<file path="config.mk">
export PLATFORM = sky130hd
export DESIGN_NAME = positional_list_engine_core
export DESIGN_NICKNAME = d
export VERILOG_FILES = /design/src/hdl/ple_pkg.sv /design/src/hdl/ple_store.sv /design/src/hdl/positional_list_engine_core.sv
export VERILOG_INCLUDE_DIRS = /design/src /design/src/hdl
export SDC_FILE = /design/constraint.sdc
export NUM_CORES = 1
export LEC_CHECK = 0
export BUFFER_PORTS_ARGS = -buffer_cell sky130_fd_sc_hd__buf_2
export CORE_UTILIZATION = 38
export DETAILED_ROUTE_END_ITERATION = 10
export MAX_ROUTING_LAYER = met4
export PLACE_DENSITY = 0.56
export SYNTH_ARGS = -nofsm -noshare
export SYNTH_HDL_FRONTEND = slang
export SYNTH_SLANG_ARGS = --single-unit
</file>
<file path="constraint.sdc">
create_clock -name i_clk -period 10.2 [get_ports i_clk]
set_clock_uncertainty 0.05 [all_clocks]
set_input_delay 2.04 -clock i_clk [delete_from_list [all_inputs] [get_ports i_clk]]
set_output_delay 2.04 -clock i_clk [all_outputs]
set_load 0.02 [all_outputs]
</file>
<file path="src/hdl/positional_list_engine_core_defines.svh">
// Assertion helpers for the list engine core.
`ifndef POSITIONAL_LIST_ENGINE_CORE_DEFINES_SVH
`define POSITIONAL_LIST_ENGINE_CORE_DEFINES_SVH

// Same-cycle implication, ignored while reset is held.
`define PLE_ASSERT_NOW(lbl, clk, rst_n, ante, cons, msg) \
    lbl: assert property (@(posedge clk) disable iff (!rst_n) (ante) |-> (cons)) \
        else $error(msg);

// Next-cycle implication, ignored while reset is held.
`define PLE_ASSERT_NEXT(lbl, clk, rst_n, ante, cons, msg) \
    lbl: assert property (@(posedge clk) disable iff (!rst_n) (ante) |=> (cons)) \
        else $error(msg);

`endif

</file>
<file path="src/hdl/ple_pkg.sv">
`timescale 1ns / 1ps
`default_nettype none

package ple_pkg;

    // Default list capacity
    localparam int DEPTH_DEF = 16;

    // Field widths
    localparam int ACT_W   = 3;
    localparam int VAL_W   = 32;
    localparam int POS_W   = 8;
    localparam int CNT_O_W = 8;
    localparam int ST_W    = 3;

    // Packed stream widths, rounded up to whole bytes
    localparam int S_FIELDS_W = ACT_W + VAL_W + POS_W;
    localparam int S_TDATA_W  = ((S_FIELDS_W + 7) / 8) * 8;
    localparam int M_FIELDS_W = 1 + VAL_W + POS_W + CNT_O_W + 1 + ST_W;
    localparam int M_TDATA_W  = ((M_FIELDS_W + 7) / 8) * 8;

    typedef enum logic [ACT_W-1:0] {
        ACT_PUSH      = 3'd0,
        ACT_INSERT_AT = 3'd1,
        ACT_DELETE_AT = 3'd2,
        ACT_DELETE_VAL= 3'd3,
        ACT_SEARCH    = 3'd4,
        ACT_DEQUEUE   = 3'd5
    } t_action;

    typedef enum logic [ST_W-1:0] {
        ST_OK       = 3'd0,
        ST_FULL     = 3'd1,
        ST_BADPOS   = 3'd2,
        ST_NOTFOUND = 3'd3,
        ST_EMPTY    = 3'd4
    } t_status;

endpackage

`default_nettype wire

</file>
<file path="src/hdl/ple_store.sv">
`timescale 1ns / 1ps
`default_nettype none

module ple_store #(
    parameter int DEPTH = ple_pkg::DEPTH_DEF,
    parameter int AW    = (DEPTH > 1) ? $clog2(DEPTH) : 1
) (
    input  wire logic                      i_clk,
    input  wire logic                      i_we,
    input  wire logic [AW-1:0]             i_waddr,
    input  wire logic [ple_pkg::VAL_W-1:0] i_wdata,
    input  wire logic                      i_re,
    input  wire logic [AW-1:0]             i_raddr,
    output logic      [ple_pkg::VAL_W-1:0] o_rdata
);
    import ple_pkg::*;

    logic [VAL_W-1:0] r_mem [DEPTH];
    logic [VAL_W-1:0] r_rdata;

    // Write port
    always_ff @(posedge i_clk) begin
        if (i_we) begin
            r_mem[i_waddr] <= i_wdata;
        end
    end

    // Registered read port
    always_ff @(posedge i_clk) begin
        if (i_re) begin
            r_rdata <= r_mem[i_raddr];
        end
    end

    assign o_rdata = r_rdata;

endmodule

`default_nettype wire

</file>
<file path="src/hdl/positional_list_engine_core.sv">
// Push and insert move the entries from the tail back to the gap; delete and dequeue close
// the gap from the removed slot to the tail; search and delete value walk from the front
// to the first match. A rejected transaction goes straight to the result with no walk.
// Each walk goes through the entry store one entry per cycle.
// Throughput: one transaction in flight; the next is accepted once the result is loaded.
// Reset: synchronous, active low; clears count, sequencer and output valid, not the store.
`timescale 1ns / 1ps
`default_nettype none
`include "positional_list_engine_core_defines.svh"

module positional_list_engine_core #(
    parameter int DEPTH = ple_pkg::DEPTH_DEF
) (
    input  wire logic                          i_clk,
    input  wire logic                          i_rst_n,
    input  wire logic                          s_axis_tvalid,
    output logic                               s_axis_tready,
    // action [2:0], item_value [34:3], slot_position [42:35], zero fill above
    input  wire logic [ple_pkg::S_TDATA_W-1:0] s_axis_tdata,
    output logic                               m_axis_tvalid,
    input  wire logic                          m_axis_tready,
    // ok [0], value_out [32:1], found_position [40:33], entry_count [48:41],
    // is_empty [49], status [52:50], zero fill above
    output logic      [ple_pkg::M_TDATA_W-1:0] m_axis_tdata
);
    import ple_pkg::*;

    localparam int AW = (DEPTH > 1) ? $clog2(DEPTH) : 1;
    localparam int CW = $clog2(DEPTH + 1);

    typedef enum logic [2:0] {
        S_IDLE, S_UP, S_PUT, S_DOWN, S_FIN, S_SCAN, S_RESP
    } t_state;

    typedef enum logic [1:0] {
        P_NONE, P_WRITE, P_CAPTURE, P_COMPARE
    } t_pend;

    t_state           r_state;
    t_pend            r_pend;
    logic [AW-1:0]    r_pend_addr;
    logic [CW-1:0]    r_count;
    logic [AW-1:0]    r_ptr;
    logic [AW-1:0]    r_idx;
    logic             r_all;
    t_action          r_act;
    logic [VAL_W-1:0] r_val;
    logic             r_ok;
    logic [VAL_W-1:0] r_vout;
    logic [POS_W-1:0] r_fpos;
    t_status          r_status;
    logic             r_m_tvalid;
    logic [M_TDATA_W-1:0] r_m_tdata;

    logic [ACT_W-1:0] in_act;
    logic [VAL_W-1:0] in_val;
    logic [POS_W-1:0] in_pos;
    logic             in_accept;
    logic             is_full;
    logic             is_zero;
    logic [AW-1:0]    last_idx;
    logic             match;
    logic             scan_issue;
    logic             up_issue;
    logic             mem_we;
    logic [AW-1:0]    mem_waddr;
    logic [VAL_W-1:0] mem_wdata;
    logic             mem_re;
    logic [AW-1:0]    mem_raddr;
    logic [VAL_W-1:0] mem_rdata;
    logic             out_free;

    // Unpack the input transaction
    assign in_act    = s_axis_tdata[ACT_W-1:0];
    assign in_val    = s_axis_tdata[ACT_W+VAL_W-1:ACT_W];
    assign in_pos    = s_axis_tdata[ACT_W+VAL_W+POS_W-1:ACT_W+VAL_W];
    assign in_accept = s_axis_tvalid && s_axis_tready;

    assign s_axis_tready = (r_state == S_IDLE);
    assign is_full       = (r_count >= CW'(DEPTH));
    assign is_zero       = (r_count == '0);
    assign last_idx      = AW'(r_count - CW'(1));

    // Shared comparator on the store's read data
    assign match      = (r_pend == P_COMPARE) && (mem_rdata == r_val);
    assign scan_issue = (r_state == S_SCAN) && !match && !r_all;
    assign up_issue   = (r_state == S_UP) && (r_ptr != r_idx);
    assign out_free   = !r_m_tvalid || m_axis_tready;

    // Store port control: pending moves take the write port before a put
    always_comb begin
        mem_we    = (r_pend == P_WRITE) || (r_state == S_PUT);
        mem_waddr = (r_pend == P_WRITE) ? r_pend_addr : r_idx;
        mem_wdata = (r_pend == P_WRITE) ? mem_rdata : r_val;
        mem_re    = up_issue || scan_issue || (r_state == S_DOWN);
        mem_raddr = up_issue ? (r_ptr - AW'(1)) : r_ptr;
    end

    ple_store #(
        .DEPTH (DEPTH),
        .AW    (AW)
    ) u_store (
        .i_clk   (i_clk),
        .i_we    (mem_we),
        .i_waddr (mem_waddr),
        .i_wdata (mem_wdata),
        .i_re    (mem_re),
        .i_raddr (mem_raddr),
        .o_rdata (mem_rdata)
    );

    // Sequencer
    always_ff @(posedge i_clk) begin
        if (!i_rst_n) begin
            r_state    <= S_IDLE;
            r_pend     <= P_NONE;
            r_count    <= '0;
            r_m_tvalid <= 1'b0;
        end else begin
            // Release the output once taken
            if (m_axis_tready) begin
                r_m_tvalid <= 1'b0;
            end

            // Default: pending move lasts one cycle
            r_pend <= P_NONE;
            if (r_pend == P_CAPTURE) begin
                r_vout <= mem_rdata;
            end

            case (r_state)
                S_IDLE: begin
                    if (in_accept) begin
                        r_act    <= t_action'(in_act);
                        r_val    <= in_val;
                        r_ok     <= 1'b0;
                        r_vout   <= '0;
                        r_fpos   <= '0;
                        r_status <= ST_OK;
                        r_all    <= 1'b0;
                        r_state  <= S_RESP;
                        case (in_act)
                            ACT_PUSH: begin
                                if (is_full) begin
                                    r_status <= ST_FULL;
                                end else begin
                                    r_idx   <= '0;
                                    r_ptr   <= AW'(r_count);
                                    r_state <= S_UP;
                                end
                            end
                            ACT_INSERT_AT: begin
                                if (in_pos == '0 ||
                                    {1'b0, in_pos} > (9'(r_count) + 9'd1)) begin
                                    r_status <= ST_BADPOS;
                                end else if (is_full) begin
                                    r_status <= ST_FULL;
                                end else begin
                                    r_idx   <= AW'(in_pos - 8'd1);
                                    r_ptr   <= AW'(r_count);
                                    r_state <= S_UP;
                                end
                            end
                            ACT_DELETE_AT: begin
                                if (is_zero) begin
                                    r_status <= ST_EMPTY;
                                end else if (in_pos == '0 || 9'(in_pos) > 9'(r_count)) begin
                                    r_status <= ST_BADPOS;
                                end else begin
                                    r_idx   <= AW'(in_pos - 8'd1);
                                    r_ptr   <= AW'(in_pos - 8'd1);
                                    r_state <= S_DOWN;
                                end
                            end
                            ACT_DELETE_VAL, ACT_SEARCH: begin
                                if (is_zero) begin
                                    r_status <= ST_EMPTY;
                                end else begin
                                    r_ptr   <= '0;
                                    r_state <= S_SCAN;
                                end
                            end
                            ACT_DEQUEUE: begin
                                if (is_zero) begin
                                    r_status <= ST_EMPTY;
                                end else begin
                                    r_idx   <= last_idx;
                                    r_ptr   <= last_idx;
                                    r_state <= S_DOWN;
                                end
                            end
                            default: begin
                                r_status <= ST_BADPOS;
                            end
                        endcase
                    end
                end

                // Move entries one place back, from the tail to the gap
                S_UP: begin
                    if (up_issue) begin
                        r_pend      <= P_WRITE;
                        r_pend_addr <= r_ptr;
                        r_ptr       <= r_ptr - AW'(1);
                    end else begin
                        r_state <= S_PUT;
                    end
                end

                // Drop the new value into the gap
                S_PUT: begin
                    r_count <= r_count + CW'(1);
                    r_ok    <= 1'b1;
                    r_state <= S_RESP;
                end

                // Capture the removed entry, then close the gap
                S_DOWN: begin
                    if (r_ptr == r_idx) begin
                        r_pend <= P_CAPTURE;
                    end else begin
                        r_pend <= P_WRITE;
                    end
                    r_pend_addr <= r_ptr - AW'(1);
                    if (r_ptr == last_idx) begin
                        r_state <= S_FIN;
                    end else begin
                        r_ptr <= r_ptr + AW'(1);
                    end
                end

                // Let the last move land
                S_FIN: begin
                    r_count <= r_count - CW'(1);
                    r_ok    <= 1'b1;
                    r_state <= S_RESP;
                end

                // Walk the list from the front for the first match
                S_SCAN: begin
                    if (match) begin
                        if (r_act == ACT_SEARCH) begin
                            r_ok    <= 1'b1;
                            r_fpos  <= POS_W'(r_pend_addr) + POS_W'(1);
                            r_state <= S_RESP;
                        end else begin
                            r_idx   <= r_pend_addr;
                            r_ptr   <= r_pend_addr;
                            r_state <= S_DOWN;
                        end
                    end else if (r_all) begin
                        r_status <= ST_NOTFOUND;
                        r_state  <= S_RESP;
                    end else begin
                        r_pend      <= P_COMPARE;
                        r_pend_addr <= r_ptr;
                        if (r_ptr == last_idx) begin
                            r_all <= 1'b1;
                        end else begin
                            r_ptr <= r_ptr + AW'(1);
                        end
                    end
                end

                // Hand the result to the output register
                S_RESP: begin
                    if (out_free) begin
                        r_m_tvalid <= 1'b1;
                        r_m_tdata  <= M_TDATA_W'({r_status, is_zero,
                                                  CNT_O_W'(r_count), r_fpos, r_vout, r_ok});
                        r_state    <= S_IDLE;
                    end
                end

                default: begin
                    r_state <= S_IDLE;
                end
            endcase
        end
    end

    assign m_axis_tvalid = r_m_tvalid;
    assign m_axis_tdata  = r_m_tdata;

    // Checks
    `PLE_ASSERT_NOW(a_count_range, i_clk, i_rst_n, 1'b1, r_count <= CW'(DEPTH),
        "entry count above capacity")
    `PLE_ASSERT_NEXT(a_count_only_at_end, i_clk, i_rst_n,
        r_state != S_PUT && r_state != S_FIN, $stable(r_count),
        "entry count changed outside a completing insert or delete")
    `PLE_ASSERT_NOW(a_ok_matches_status, i_clk, i_rst_n, r_state == S_RESP,
        r_ok == (r_status == ST_OK), "ok flag disagrees with status")
    `PLE_ASSERT_NEXT(a_busy_after_accept, i_clk, i_rst_n, in_accept, !s_axis_tready,
        "input ready straight after an accepted transaction")

endmodule

`default_nettype wire

</file>
==> results of run 1 <==
[synthesized netlist by cell type, types with 6 or more instances]
| library cell | number |
|---|---|
| a21oi_1 | 57 |
| a22oi_1 | 35 |
| a31oi_1 | 10 |
| buf_2 | 19 |
| buf_4 | 17 |
| clkbuf_1 | 46 |
| dfxtp_1 | 11 |
| edfxtp_1 | 680 |
| ha_1 | 18 |
| inv_1 | 22 |
| mux4_2 | 128 |
| nand2_1 | 221 |
| nand2b_1 | 38 |
| nand3_1 | 47 |
| nand4_1 | 8 |
| nor2_1 | 49 |
| nor2b_1 | 10 |
| nor3_1 | 18 |
| nor4_1 | 10 |
| o21a_1 | 6 |
| o21ai_0 | 21 |
| o22ai_1 | 7 |
| xnor2_1 | 19 |
| xor2_1 | 40 |
[cell type report]
type | instances | area (um^2)
fillers | 6390 | 41000
flip-flops and latches | 691 | 20600
multi-input cells | 823 | 7060
clock buffers | 85 | 1870
well taps | 959 | 1200
repair buffers | 130 | 751
clock inverters | 38 | 324
inverters | 22 | 82.6
diodes | 2 | 5.00
[per-layer routing]
metal	vias up	wire length (um)	GRT usage [%]
met5	-	0	-
met4	0	1350	4.88
met3	107	3590	3.36
met2	449	33100	30.1
met1	7850	29900	25.0
li1	6584	-	-
[through the flow]
stage,cell area [um^2],instances
floorplan,28100,1628
global placement,29700,2625
detailed placement,29700,2625
CTS,31900,2748
global route,31900,2750
finish,31900,2750
[worst register-to-register path: cells and delay by family (launching register included)]
kind	cells	cell delay (ps)
buffers and inverters	2	1540
AO/OA/AOI/OAI	2	830
flip-flops	1	690
multiplexers	1	630
XOR/XNOR	2	390
AND/OR/NAND/NOR	1	130
[power breakdown]
group          switching, uW  internal, uW
Sequential               164          3650
Combinational           1500          1020
Clock                   1080          1420
Total                   2750          6080
[flip-flops by register name, indices dropped and copies added (netlist names)]
signal           count
r_val               32
r_state              3
r_fpos               5
m_axis_tvalid        1
r_vout              32
r_count              5
u_store.o_rdata     32
r_ptr                4
r_pend               2
r_ok                 1
m_axis_tdata        47
r_act                3
r_all                1
r_idx                4
r_status             3
r_pend_addr          4
u_store.r_mem      512
[cells by family after synthesis]
logic type	share of synthesized area [%]
xor+xnor	1.98
flops	73.6
other cells	0.0134
compound gates	4.27
buf+inv	2.07
simple gates	6.82
fa+ha+maj	0.804
mux	10.4
[placed cells by master (no fill, tap or decap), types with 5 or more instances in the layout]
cell	count
buf_2	95
clkbuf_1	12
clkinv_2	13
dfxtp_1	11
xnor2_1	19
clkbuf_16	73
nor2_4	17
nor2_1	32
a22oi_1	35
a21oi_1	57
nor4_1	10
nand3_1	47
clkinv_1	14
mux4_2	128
o21a_1	6
conb_1	9
xor2_1	40
nor3_1	17
edfxtp_1	680
o22a_1	5
a31oi_1	10
buf_4	34
ha_1	18
inv_1	22
a21boi_0	5
nand2_1	221
nand4_1	8
nor2b_1	8
nand2b_1	37
o22ai_1	6
o21ai_0	21
[how the worst max path moves through the flow]
stage | endpoint | slack (ps) | cells after the start
after floorplan | m_axis_tdata[0] | 5140 | 4
after global placement | r_idx[3] | 5360 | 8
after detailed placement | r_idx[3] | 5300 | 8
after CTS | u_store.o_rdata[20] | 5530 | 8
after global routing | u_store.o_rdata[20] | 5240 | 8
final | u_store.o_rdata[20] | 5670 | 8
==> summary.md, run 1 <==
| Metric | Value |
|---|---|
| Number of synthesized flops with an enable pin | `680` |
| Largest fanout on the critical path | `49` |
| Reg2Reg Launch Point | `r_ptr[3]` |
| Max Cap Violations | `0` |
| I/O Buffers | `95` |
| RR Endpoint | `u_store.o_rdata[20]` |
| Post-synth top area cell | `edfxtp_1` |
| Overall fraction of global-route tracks in use | `about a fifth` |
| DIE HEIGHT | `274 um` |
| CP delay by family, top | `buffers and inverters` |
| Antenna violations before repair | `2` |
| Rows | `99` |
| CP bufs+invs | `2` |
| Die Width | `274 um` |
| Area contributors post-synth | `edfxtp_1 (73%), mux4_2 (10%), nand2_1 (3.0%)` |
| Crit-path max cell delay | `910 ps` |
| Unrepaired setup endpoints after global routing | `false` |
| Deepest clock path buffer count | `3` |
| Largest net degree at the start of global routing | `128` |
| Sequential element share of the synthesized area | `73.6%` |
| Maximum VDD drop | `0.000225 V` |
| Crit-path most repeated cell | `buf_4` |
| Vias in the first global route | `~15000` |
| Pleak | `0.0105 uW` |
| Hold path startpoint | `r_ok` |
| Vias after detailed routing | `15000` |
| CP max-delay cell | `buf_4` |
| Worst Setup Start Kind | `flop` |
| Synthesized area | `roughly 28000 um^2` |
| Root buffer cell | `clkbuf_16` |
| Overall power | `8830 uW` |
| Remaining antenna violation count | `0` |
| Congestion Overflow GR | `0` |
| Crit path DAT | `4820 ps` |
| Worst Path Class, Setup | `flop to flop` |
| Yosys top cell area share | `between 70% and 80%` |
| Worst Tran Pin Value | `1050 ps` |
| CTS tree | `built` |
| Synth Register Bits | `691` |
| Routed WL | `~68 mm` |
| Hold depth | `0` |
| Async set or reset register ratio after synthesis | `0%` |
| Core area | `about 73000 um^2` |
| Die area | `roughly 75000 um^2` |
| Worst Hold End | `m_axis_tdata[0]` |
| Syn Area/Cell | `17.3 um^2` |
| DP Worst Slack | `5300 ps` |
| R2R setup slack | `5670 ps` |
| Global placement routability congestion | `0.864` |
| Min Hold Slack | `372 ps` |
| Initial DRC Count | `1505` |
| Worst Hold Class | `flop to flop` |
| Mean routed wirelength per cell | `around 25 um` |
| Crit-path cells | `xor2_1 -> o41a_4 -> xnor2_4 -> buf_4 -> buf_4 -> mux4_2 -> a22oi_1 -> nand3_1` |
| Worst Setup SP | `r_ptr[3]` |
| Share of post-route cells with drive strength above 1 | `between 20% and 30%` |
| Fin crit share | `44.4%` |
| Initial core utilization | `38.4%` |
| Top FF cell, synth | `edfxtp_1` |
| Post-CTS Hold Buffers | `0` |
| Finished Core Util | `43.8%` |
| Synth Instances | `1620` |
| Clk_lat worst skew | `620 ps` |
| Critical path endpoint category | `flop` |
| Layout Area Growth over Synthesis | `13.9%` |
| DRC violations left | `0` |
| PD cells | `276 nW/um^2` |
| Final WS setup | `around 5700 ps` |
| CP required | `10490 ps` |
| Post-synth cell types | `66` |
| Nets | `approximately 1800` |
| CTS Buf Count | `73` |
| Post-CTS sizing | `0` |
| Min Tclk post-route | `approximately 4500 ps` |
| First-pass GRT wire length | `99.7 mm` |
| Final setup vio count | `0` |
| Setup bufs post-CTS | `0` |
| Final Slew Violations | `0` |
| Dpl hpwl | `37.0 mm` |
| Ys Warns | `0` |
| First-pass DRT Iterations | `5` |
| CTS Sinks | `about 690` |
| Setup TNS Final | `0 ps` |
| CTS clock-pin slew for the worst setup and hold paths | `roughly 60 ps` |
| Hold Vio Cnt, Final | `0` |
| IO Pins | `110` |
| Max Clock Freq | `221 MHz` |
| Max_slew headroom | `a little under 30%` |
| Depth of the most critical reg-to-reg path | `8` |
| Drt via density | `5.45` |
| Status | `finished clean` |
| CTS H-tree lvls | `3` |
Power figures use the tool's default switching activity.
==> inputs of run 2 (changes only) <==
--- a/config.mk
+++ b/config.mk
@@ -10,7 +10,7 @@
 export CORE_UTILIZATION = 38
 export DETAILED_ROUTE_END_ITERATION = 10
 export MAX_ROUTING_LAYER = met4
-export PLACE_DENSITY = 0.56
+export PLACE_DENSITY = 0.58
 export SYNTH_ARGS = -nofsm -noshare
 export SYNTH_HDL_FRONTEND = slang
 export SYNTH_SLANG_ARGS = --single-unit
==> constraint.sdc (replaced) <==
create_clock -name i_clk -period 4.05 [get_ports i_clk]
set_clock_uncertainty 0.05 [all_clocks]
set_input_delay 0.81 -clock i_clk [delete_from_list [all_inputs] [get_ports i_clk]]
set_output_delay 0.81 -clock i_clk [all_outputs]
set_load 0.02 [all_outputs]
==> summary.md, run 2 (synthesis gave the netlist of run 1 again) <==
| Metric | Value |
|---|---|
| Status | `finished clean` |
| Clk_lat worst skew | `630 ps (about the same)` |
| Unrepaired setup endpoints after global routing | `false` |
| Initial core utilization | `38.4% (unchanged)` |
| First-pass GRT wire length | `102 mm (+1.8%)` |
| Mean routed wirelength per cell | `24.8 um (+0.34%)` |
| Finished Core Util | `44.4% (+0.68 points)` |
| Setup bufs post-CTS | `0 (unchanged)` |
| Drt via density | `5.47 (+0.33%)` |
| Critical path endpoint category | `flop` |
| IO Pins | `110 (unchanged)` |
| Max Cap Violations | `0 (unchanged)` |
| Vias after detailed routing | `15300 (+1.8%)` |
| Dpl hpwl | `40.2 mm (+8.7%)` |
| Root buffer cell | `clkbuf_16` |
| Global placement routability congestion | `0.866 (+0.24%)` |
| PD cells | `703 nW/um^2 (+150%)` |
| Commonest cells after routing, fill and taps aside | `edfxtp_1 (680), nand2_1 (221), mux4_2 (128)` |
| DRC violations left | `0 (unchanged)` |
| CTS clock-pin slew for the worst setup and hold paths | `60 ps (about the same)` |
| Post-CTS Hold Buffers | `0 (unchanged)` |
| DP Worst Slack | `583 ps (-4720 ps)` |
| Routed WL | `69.2 mm (+1.8%)` |
| CTS H-tree lvls | `3 (unchanged)` |
| Die area | `74800 um^2 (unchanged)` |
| Final WS setup | `550 ps (-5120 ps)` |
| Overall fraction of global-route tracks in use | `19.3% (+0.45 points)` |
| Largest fanout on the critical path | `53 (+8.2%)` |
| Initial DRC Count | `1513 (+0.53%)` |
| Design area | `32400 um^2 (+1.6%)` |
| Maximum VDD drop | `0.000370 V (+65%)` |
| Setup TNS Final | `0 ps (unchanged)` |
| Worst Path Class, Setup | `flop to flop` |
| Pleak | `0.0107 uW (+2.3%)` |
| Dpl cell area | `30100 um^2 (+1.3%)` |
| Min Tclk post-route | `3500 ps (-1030 ps)` |
| Deepest clock path buffer count | `3 (unchanged)` |
| Fill count | `6277 (-1.8%)` |
| CP required | `4340 ps (-6150 ps)` |
| Final Slew Violations | `0 (unchanged)` |
| Worst Hold Class | `input pin to flop` |
| Worst Tran Pin Value | `1020 ps (-28.8 ps)` |
| Core area | `73000 um^2 (unchanged)` |
| Crit path DAT | `3790 ps (-1030 ps)` |
| Hold Vio Cnt, Final | `0 (unchanged)` |
| CTS Buf Count | `74 (+1.4%)` |
| Largest Register | `u_store.r_mem` |
| Post-CTS sizing | `0 (unchanged)` |
| N_diodes | `0 (-2)` |
| Largest net degree at the start of global routing | `55 (-57%)` |
| Antenna violations before repair | `0 (-2)` |
| Final setup vio count | `0 (unchanged)` |
| Worst Setup Start Kind | `flop` |
| Max Clock Freq | `286 MHz (+29%)` |
| Nets | `1840 (+1.6%)` |
| CTS Sinks | `691 (unchanged)` |
| I/O Buffers | `95 (unchanged)` |
| Die Width | `274 um (unchanged)` |
| Vias in the first global route | `15300 (+1.1%)` |
| Max_slew headroom | `31.4% (+2.5 points)` |
| Congestion Overflow GR | `0 (unchanged)` |
| Fin crit share | `86.4% (+42 points)` |
| Rows | `99 (unchanged)` |
| DIE HEIGHT | `274 um (unchanged)` |
| CTS tree | `built` |
| Remaining antenna violation count | `0 (unchanged)` |
| Layout Area Growth over Synthesis | `15.7%` |
| First-pass DRT Iterations | `5 (unchanged)` |
| Share of post-route cells with drive strength above 1 | `23.0% (+1.2 points)` |
| Commonest non-fill, non-tap cell in the layout | `edfxtp_1` |
| Max reg flops | `512 (unchanged)` |
-- run 2: final timing paths --
path	start	endpoint	slack, ps	depth (start not counted)
setup / recovery	r_ptr[1]	u_store.o_rdata[12]	550	8
hold / removal	s_axis_tdata[31]	r_val[28]	300	1
setup reg to reg	r_ptr[1]	u_store.o_rdata[12]	550	8
hold reg to reg	r_status[0]	m_axis_tdata[50]	370	0
-- run 2: area by class of cell --
cell class / instances / area (um^2) / share of cell area [%]
Clock inverter: 39 / 325 / 1.00
Multi-Input combinational cell: 823 / 7050 / 21.7
Tap cell: 959 / 1200 / 3.70
Sequential cell: 691 / 20600 / 63.6
Clock buffer: 98 / 1980 / 6.12
Inverter: 22 / 82.6 / 0.255
Timing Repair Buffer: 158 / 1150 / 3.54
-- run 2: per-layer routing --
metal	vias to the layer above	global-route usage, %	wire length, um
met2	553	29.4	32800
met3	110	3.88	4790
met4	0	5.54	1660
li1	6649	-	-
met5	-	-	0
met1	7946	26.4	30000
-- run 2: critical path, cell delays in order, from the launching register on --
cell and delay, ps:
edfxtp_1 560, xor2_1 240, o41ai_1 800, nand2_1 210, o21ai_4 190, buf_12 340
mux4_2 380, a22oi_1 240, nand3_1 140
-- run 2: stage by stage --
step	hold slack, ps	power [uW]	cells
floorplan	350	14400	1628
global placement	354	16400	2653
detailed placement	356	16500	2653
CTS	271	23000	2790
global route	272	23800	2790
finish	305	22800	2790
-- run 2: where the power goes --
part	switching, uW	leakage [uW]	total [uW]	internal, uW
Combinational	3900	0.00329	6700	2800
Clock	2740	0.00113	6460	3730
Sequential	444	0.00628	9630	9180
